File: src/hw/rtl/spq_pkg.sv
package spq_pkg;

    localparam int PRIO_W    = 16;
    localparam int TAG_PORT_W = 16;
    localparam int CMD_W     = 2;
    localparam int STATUS_W  = 2;

    // Request operation codes
    typedef enum logic [CMD_W-1:0] {
        CMD_INSERT = 2'd0,
        CMD_POP    = 2'd1,
        CMD_LIST   = 2'd2
    } cmd_t;

    // Result status codes
    typedef enum logic [STATUS_W-1:0] {
        ST_OK    = 2'd0,
        ST_EMPTY = 2'd1,
        ST_FULL  = 2'd2
    } status_t;

    // What every cell does in a cycle
    typedef enum logic [1:0] {
        OP_HOLD   = 2'd0,
        OP_INSERT = 2'd1,
        OP_POP    = 2'd2,
        OP_ROTATE = 2'd3
    } cell_op_t;

    // One stored entry as seen between cells
    typedef struct packed {
        logic        [TAG_PORT_W-1:0] tag;
        logic signed [PRIO_W-1:0]     prio;
    } spq_entry_t;

    // Broadcast control to the whole chain
    typedef struct packed {
        cell_op_t   op;
        spq_entry_t new_entry;
    } spq_ctl_t;

endpackage

File: src/hw/rtl/sorted_priority_queue.sv
// Sorted priority queue, a chain of CAPACITY cells kept in descending
// priority order, head in cell 0.
// Request channel s_axis: tuser carries the command (insert, pop, list),
// tdata the tag and the signed priority of an insert.
// Result channel m_axis: tuser carries the status, tdata the tag and the
// priority of a popped or listed entry, tlast marks the final result of
// a request.
// Insert and pop are done at the edge that takes them: the whole chain
// shifts at once and the single result is registered at that edge, valid
// in the cycle after, so these requests can be taken back to back. A list
// request streams one entry per cycle, while the receiver keeps up, by
// rotating the chain through the head cell; its first entry is registered
// once the block is in its list state, and no request is taken until the
// last entry is registered. A list of an empty queue gives a single
// ST_EMPTY result. A request of unused command code produces nothing.
// Reset empties the queue and drops any pending result.
// A stalled receiver holds the output register; a new request is taken
// only while that register is free or being read in the same cycle.
module sorted_priority_queue
    import spq_pkg::*;
#(
    parameter int CAPACITY = 16,
    parameter int TAG_BITS = 16
)
(
    input  logic        clk,
    input  logic        rst_n,
    input  logic        s_axis_tvalid,
    output logic        s_axis_tready,
    input  logic [31:0] s_axis_tdata,   // tag[15:0], priority_req[31:16]
    input  logic [1:0]  s_axis_tuser,   // cmd[1:0]
    output logic        m_axis_tvalid,
    input  logic        m_axis_tready,
    output logic [31:0] m_axis_tdata,   // out_tag[15:0], out_priority[31:16]
    output logic [1:0]  m_axis_tuser,   // status[1:0]
    output logic        m_axis_tlast
);

    localparam int TAG_W = (TAG_BITS < TAG_PORT_W) ? TAG_BITS : TAG_PORT_W;
    localparam int CNT_W = $clog2(CAPACITY + 1);

    typedef enum logic {
        S_IDLE,
        S_LIST
    } state_t;

    state_t            state_reg;
    state_t            state_next;
    logic [CNT_W-1:0]  fill_count_reg;
    logic [CNT_W-1:0]  fill_count_next;
    logic [CNT_W-1:0]  remain_reg;
    logic [CNT_W-1:0]  remain_next;
    logic              m_valid_reg;
    logic              m_valid_next;
    status_t           m_status_reg;
    status_t           m_status_next;
    spq_entry_t        m_entry_reg;
    spq_entry_t        m_entry_next;
    logic              m_last_reg;
    logic              m_last_next;

    spq_ctl_t          ctl;
    spq_entry_t        cell_entry [CAPACITY];
    logic [CAPACITY-1:0] cell_valid;
    logic [CAPACITY-1:0] cell_lower;

    logic   out_free;
    logic   accept;
    logic   full;
    logic   empty;
    cmd_t   cmd;

    assign out_free      = !m_valid_reg || m_axis_tready;
    assign s_axis_tready = (state_reg == S_IDLE) && out_free;
    assign accept        = s_axis_tvalid && s_axis_tready;
    assign full          = cell_valid[CAPACITY-1];
    assign empty         = !cell_valid[0];
    assign cmd           = cmd_t'(s_axis_tuser);

    // Cell chain
    for (genvar i = 0; i < CAPACITY; i++)
    begin : g_cell
        spq_entry_t left_entry;
        spq_entry_t right_entry;
        logic       left_valid;
        logic       left_lower;
        logic       right_valid;

        if (i == 0)
        begin : g_head
            assign left_entry = cell_entry[0];
            assign left_valid = 1'b1;
            assign left_lower = 1'b0;
        end
        else
        begin : g_body
            assign left_entry = cell_entry[i-1];
            assign left_valid = cell_valid[i-1];
            assign left_lower = cell_lower[i-1];
        end

        if (i == CAPACITY - 1)
        begin : g_tail
            assign right_entry = cell_entry[i];
            assign right_valid = 1'b0;
        end
        else
        begin : g_inner
            assign right_entry = cell_entry[i+1];
            assign right_valid = cell_valid[i+1];
        end

        spq_cell #(
            .TAG_W (TAG_W)
        ) u_cell (
            .clk         (clk),
            .rst_n       (rst_n),
            .ctl         (ctl),
            .head_entry  (cell_entry[0]),
            .left_entry  (left_entry),
            .left_valid  (left_valid),
            .left_lower  (left_lower),
            .right_entry (right_entry),
            .right_valid (right_valid),
            .entry       (cell_entry[i]),
            .valid       (cell_valid[i]),
            .lower       (cell_lower[i])
        );
    end

    // Chain command and next control state
    always_comb
    begin
        ctl.op             = OP_HOLD;
        ctl.new_entry.tag  = s_axis_tdata[15:0];
        ctl.new_entry.prio = s_axis_tdata[31:16];
        state_next         = state_reg;
        fill_count_next    = fill_count_reg;
        remain_next        = remain_reg;
        m_valid_next       = m_valid_reg && !m_axis_tready;
        m_status_next      = m_status_reg;
        m_entry_next       = m_entry_reg;
        m_last_next        = m_last_reg;

        if (accept)
        begin
            unique case (cmd)
                CMD_INSERT:
                begin
                    m_valid_next  = 1'b1;
                    m_status_next = full ? ST_FULL : ST_OK;
                    m_entry_next  = '0;
                    m_last_next   = 1'b1;
                    if (!full)
                    begin
                        ctl.op          = OP_INSERT;
                        fill_count_next = fill_count_reg + CNT_W'(1);
                    end
                end
                CMD_POP:
                begin
                    m_valid_next  = 1'b1;
                    m_status_next = empty ? ST_EMPTY : ST_OK;
                    m_entry_next  = empty ? '0 : cell_entry[0];
                    m_last_next   = 1'b1;
                    if (!empty)
                    begin
                        ctl.op          = OP_POP;
                        fill_count_next = fill_count_reg - CNT_W'(1);
                    end
                end
                CMD_LIST:
                begin
                    if (empty)
                    begin
                        m_valid_next  = 1'b1;
                        m_status_next = ST_EMPTY;
                        m_entry_next  = '0;
                        m_last_next   = 1'b1;
                    end
                    else
                    begin
                        state_next  = S_LIST;
                        remain_next = fill_count_reg;
                    end
                end
                default:
                begin
                    ctl.op = OP_HOLD;
                end
            endcase
        end
        else if (state_reg == S_LIST && out_free)
        begin
            // emit the head, rotate it to the tail
            ctl.op        = OP_ROTATE;
            m_valid_next  = 1'b1;
            m_status_next = ST_OK;
            m_entry_next  = cell_entry[0];
            m_last_next   = (remain_reg == CNT_W'(1));
            remain_next   = remain_reg - CNT_W'(1);
            if (remain_reg == CNT_W'(1))
                state_next = S_IDLE;
        end
    end

    // Control state and output register flags
    always_ff @(posedge clk or negedge rst_n)
    begin
        if (!rst_n)
        begin
            state_reg      <= S_IDLE;
            fill_count_reg <= '0;
            remain_reg     <= '0;
            m_valid_reg    <= 1'b0;
        end
        else
        begin
            state_reg      <= state_next;
            fill_count_reg <= fill_count_next;
            remain_reg     <= remain_next;
            m_valid_reg    <= m_valid_next;
        end
    end

    // Output payload
    always_ff @(posedge clk)
    begin
        m_status_reg <= m_status_next;
        m_entry_reg  <= m_entry_next;
        m_last_reg   <= m_last_next;
    end

    assign m_axis_tvalid = m_valid_reg;
    assign m_axis_tuser  = m_status_reg;
    assign m_axis_tdata  = {m_entry_reg.prio, m_entry_reg.tag};
    assign m_axis_tlast  = m_last_reg;

    // Occupancy bits agree with the entry count
    assert property (@(posedge clk) disable iff (!rst_n)
        $countones(cell_valid) == 32'(fill_count_reg))
    else $error("cell occupancy does not match fill count");

    // Occupied cells form a run from the head
    assert property (@(posedge clk) disable iff (!rst_n)
        (cell_valid & (cell_valid + CAPACITY'(1))) == '0)
    else $error("gap in the cell chain");

    // No request is taken while a list streams
    assert property (@(posedge clk) disable iff (!rst_n)
        state_reg == S_LIST |-> !s_axis_tready)
    else $error("request taken during list");

    // A pop of a non-empty queue removes exactly one entry
    assert property (@(posedge clk) disable iff (!rst_n)
        accept && cmd == CMD_POP && !empty |=>
            fill_count_reg == $past(fill_count_reg) - CNT_W'(1))
    else $error("pop did not shrink the queue");

endmodule

File: src/hw/rtl/spq_cell.sv
module spq_cell
    import spq_pkg::*;
#(
    parameter int TAG_W = 16
)
(
    input  logic       clk,
    input  logic       rst_n,
    input  spq_ctl_t   ctl,
    input  spq_entry_t head_entry,   // entry of cell 0, used for rotation
    input  spq_entry_t left_entry,
    input  logic       left_valid,   // tied high for the head cell
    input  logic       left_lower,   // tied low for the head cell
    input  spq_entry_t right_entry,
    input  logic       right_valid,  // tied low for the tail cell
    output spq_entry_t entry,
    output logic       valid,
    output logic       lower
);

    logic                     valid_reg;
    logic                     valid_next;
    logic [TAG_W-1:0]         tag_reg;
    logic [TAG_W-1:0]         tag_next;
    logic signed [PRIO_W-1:0] prio_reg;
    logic signed [PRIO_W-1:0] prio_next;

    // New entry goes at or before this cell
    assign lower = !valid_reg || (prio_reg < ctl.new_entry.prio);

    // Next contents of this cell
    always_comb
    begin
        valid_next = valid_reg;
        tag_next   = tag_reg;
        prio_next  = prio_reg;
        unique case (ctl.op)
            OP_INSERT:
            begin
                valid_next = valid_reg | left_valid;
                if (lower)
                begin
                    if (left_lower)
                    begin
                        tag_next  = left_entry.tag[TAG_W-1:0];
                        prio_next = left_entry.prio;
                    end
                    else
                    begin
                        tag_next  = ctl.new_entry.tag[TAG_W-1:0];
                        prio_next = ctl.new_entry.prio;
                    end
                end
            end
            OP_POP:
            begin
                valid_next = right_valid;
                tag_next   = right_entry.tag[TAG_W-1:0];
                prio_next  = right_entry.prio;
            end
            OP_ROTATE:
            begin
                // last occupied cell takes the entry of the head, which wraps around
                if (valid_reg)
                begin
                    tag_next  = right_valid ? right_entry.tag[TAG_W-1:0]
                                            : head_entry.tag[TAG_W-1:0];
                    prio_next = right_valid ? right_entry.prio : head_entry.prio;
                end
            end
            default:
            begin
                valid_next = valid_reg;
            end
        endcase
    end

    // Occupancy flag
    always_ff @(posedge clk or negedge rst_n)
    begin
        if (!rst_n)
            valid_reg <= 1'b0;
        else
            valid_reg <= valid_next;
    end

    // Entry payload
    always_ff @(posedge clk)
    begin
        tag_reg  <= tag_next;
        prio_reg <= prio_next;
    end

    assign valid      = valid_reg;
    assign entry.tag  = TAG_PORT_W'(tag_reg);
    assign entry.prio = prio_reg;

endmodule
File: config.mk
export PLATFORM = sky130hd
export DESIGN_NAME = sorted_priority_queue
export DESIGN_NICKNAME = d
export VERILOG_FILES = /design/src/hw/rtl/spq_pkg.sv /design/src/hw/rtl/sorted_priority_queue.sv /design/src/hw/rtl/spq_cell.sv
export SDC_FILE = /design/constraint.sdc
export NUM_CORES = 2
export LEC_CHECK = 0
export ABC_AREA = 1
export BUFFER_PORTS_ARGS = -buffer_cell sky130_fd_sc_hd__buf_2
export CORE_MARGIN = 3
export CORE_UTILIZATION = 25
export CTS_CLUSTER_SIZE = 14
export DETAILED_ROUTE_END_ITERATION = 6
export PLACE_DENSITY_LB_ADDON = 0.08
export SLEW_MARGIN = 20
export SYNTH_ARGS = -nofsm -noshare
export SYNTH_HDL_FRONTEND = slang
export SYNTH_HIERARCHICAL = 1
export SYNTH_SLANG_ARGS = --single-unit
File: constraint.sdc
create_clock -name clk -period 6.2 [get_ports clk]
set_clock_uncertainty 0.05 [all_clocks]
set_input_delay 0.62 -clock clk [delete_from_list [all_inputs] [get_ports clk]]
set_output_delay 0.62 -clock clk [all_outputs]
set_load 0.02 [all_outputs]
==> flow_metrics.tcl <==
set metrics [dict create \
    cp.arrival_ps 4310 \
    grt_pass1_vias 40200 \
    htree_num_levels 3 \
    die_w_um 425 \
    setup_viol 0 \
    finalHoldViolations 0 \
    end_kind "register" \
    ys_warn_count 6 \
    numCtsBuffers 83 \
    clk_latency_ps 690 \
    wire_per_inst_um 27.9 \
    cp-start-kind "register" \
    drcViolationCount 0 \
    num_vias 43400 \
    final_common_cell "nor2_1" \
    wl_mm 222 \
    crit_start "g_cell[0].u_cell/valid" \
    critPathCapture "g_cell[8].u_cell/tag_reg[14]" \
    dp_cells 7805 \
    clockRootBuffer "clkbuf_16" \
    drv_slew 0 \
    min_path_type "in2async" \
    die_h_um 425 \
    clkSinkCount 575 \
    crit_fanout 32 \
    io_pins 75 \
    rsz0062_at_grt "false" \
    grt_pass1_wl_mm 315 \
    final_cell_mix "nor2_1, nand2_1, o21ai_1, edfxtp_1, o221ai_1" \
    drt_iter0_markers 4838 \
    crit_type "reg2reg" \
    dieArea_mm2 0.180 \
    grt_max_degree 38 \
    first_pass_iters 7 \
    tns_ps 0 \
    tightest_slew_ps 1100 \
    r2r_slack_ps 2160 \
    cts_setup_buffers 0 \
    slew_headroom_pct 26.9 \
    core_mm2 0.174 \
    timing.final.crit_share_pct 65.2 \
    max_freq_mhz 247 \
    fillCellCount 18500 \
    status "finished, final reports clean" \
    r2r-end "g_cell[8].u_cell/tag_reg[14]" \
    worstPathRequired_ps 6470 \
    peakVddDrop_uv 290 \
    area_growth_syn_to_layout_pct 12.3 \
    finalNetCount 5899 \
    clkTransAtPathRegs_ps 60 \
    ant_nets 0 \
    cts_resized 0 \
    post-route-min-period_ps 4040 \
    port_buffers 74 \
    netlist_area_mm2 0.0438 \
    r2r_cells 10 \
    gr-total-overflow 0 \
    grt_use_total_pct 23.8 \
    rr_startpoint "g_cell[0].u_cell/valid" \
    cts_hold_buffers 0 \
    cellPowerDensity_mw_per_mm2 725 \
    place_hpwl_mm 147 \
    antenna_found_initial 7 \
    max_cap_viol_count 0 \
    syn_inst 5587 \
    avgSynthCellArea_um2 7.85 \
    hold_slack_ps 40.6 \
    vias_per_cell 5.46 \
    final_cells 7963 \
    num_rows 153 \
    cts.path.max_buffers 3 \
    p_leak_nw 19.0 \
    p_total_mw 35.7 \
    final_layout_size_suffix_gt1_share_pct 7.86 \
    place.gp.congestion 0.820 \
    initial_core_util_pct 25.2 \
    cts_tree "yes" \
]
[worst max-delay path: stages, from the launching register on]
cell and delay [ps]:
dfrtp_1 590, nand2_1 230, o21ai_4 740, buf_4 400
buf_4 230, ha_1 550, nor3_1 130, a21oi_1 140
nand2_1 70, inv_1 50, buf_4 450
[where the power goes]
group          internal [mW]  switching (mW)
sequential              8.52            3.42
clock                   2.66            2.04
combinational           5.83            13.2
total                   17.0            18.7
[metal layers]
metal	vias to the layer above	part of all wire [%]	global-route usage, %
met4	2	2.8	6.33
met2	1888	42	34.5
met3	247	7.3	3.99
li1	19800	-	-
met5	-	0.0059	0
met1	21500	48	36.0
[metrics by stage]
| stage | util [%] | setup slack, ps | instance area [um2] |
|---|---|---|---|
| after floorplan | - | 139 | 43900 |
| after global placement | 26.8 | 1540 | 46600 |
| after detailed placement | 26.8 | 1500 | 46700 |
| after CTS | 28.3 | 2160 | 49200 |
| after global routing | 28.3 | 1960 | 49200 |
| final | 28.3 | 2160 | 49200 |
[cell type report]
cell class                 instances  area (um2)  share of cell area (%)
tap                             2325        2910                    5.91
clock inverter                    33         234                   0.475
timing repair buffer             239        1720                    3.49
clock buffer                     122        2310                    4.68
multi-input combinational       4160       23000                    46.8
antenna                            3        7.51                  0.0153
sequential                       575       17100                    34.8
inverter                         506        1910                    3.87
[worst min-delay path by stage]
stage / from / endpoint / slack, ps
after floorplan: rst_n / fill_count_reg[0] / 270
after global routing: rst_n / remain_reg[0] / 30
after CTS: rst_n / remain_reg[2] / 20
after global placement: remain_reg[1] / remain_reg[1] / 430
final: rst_n / remain_reg[2] / 40
after detailed placement: remain_reg[1] / remain_reg[1] / 450
No activity file was read; power rests on OpenSTA's default activity.
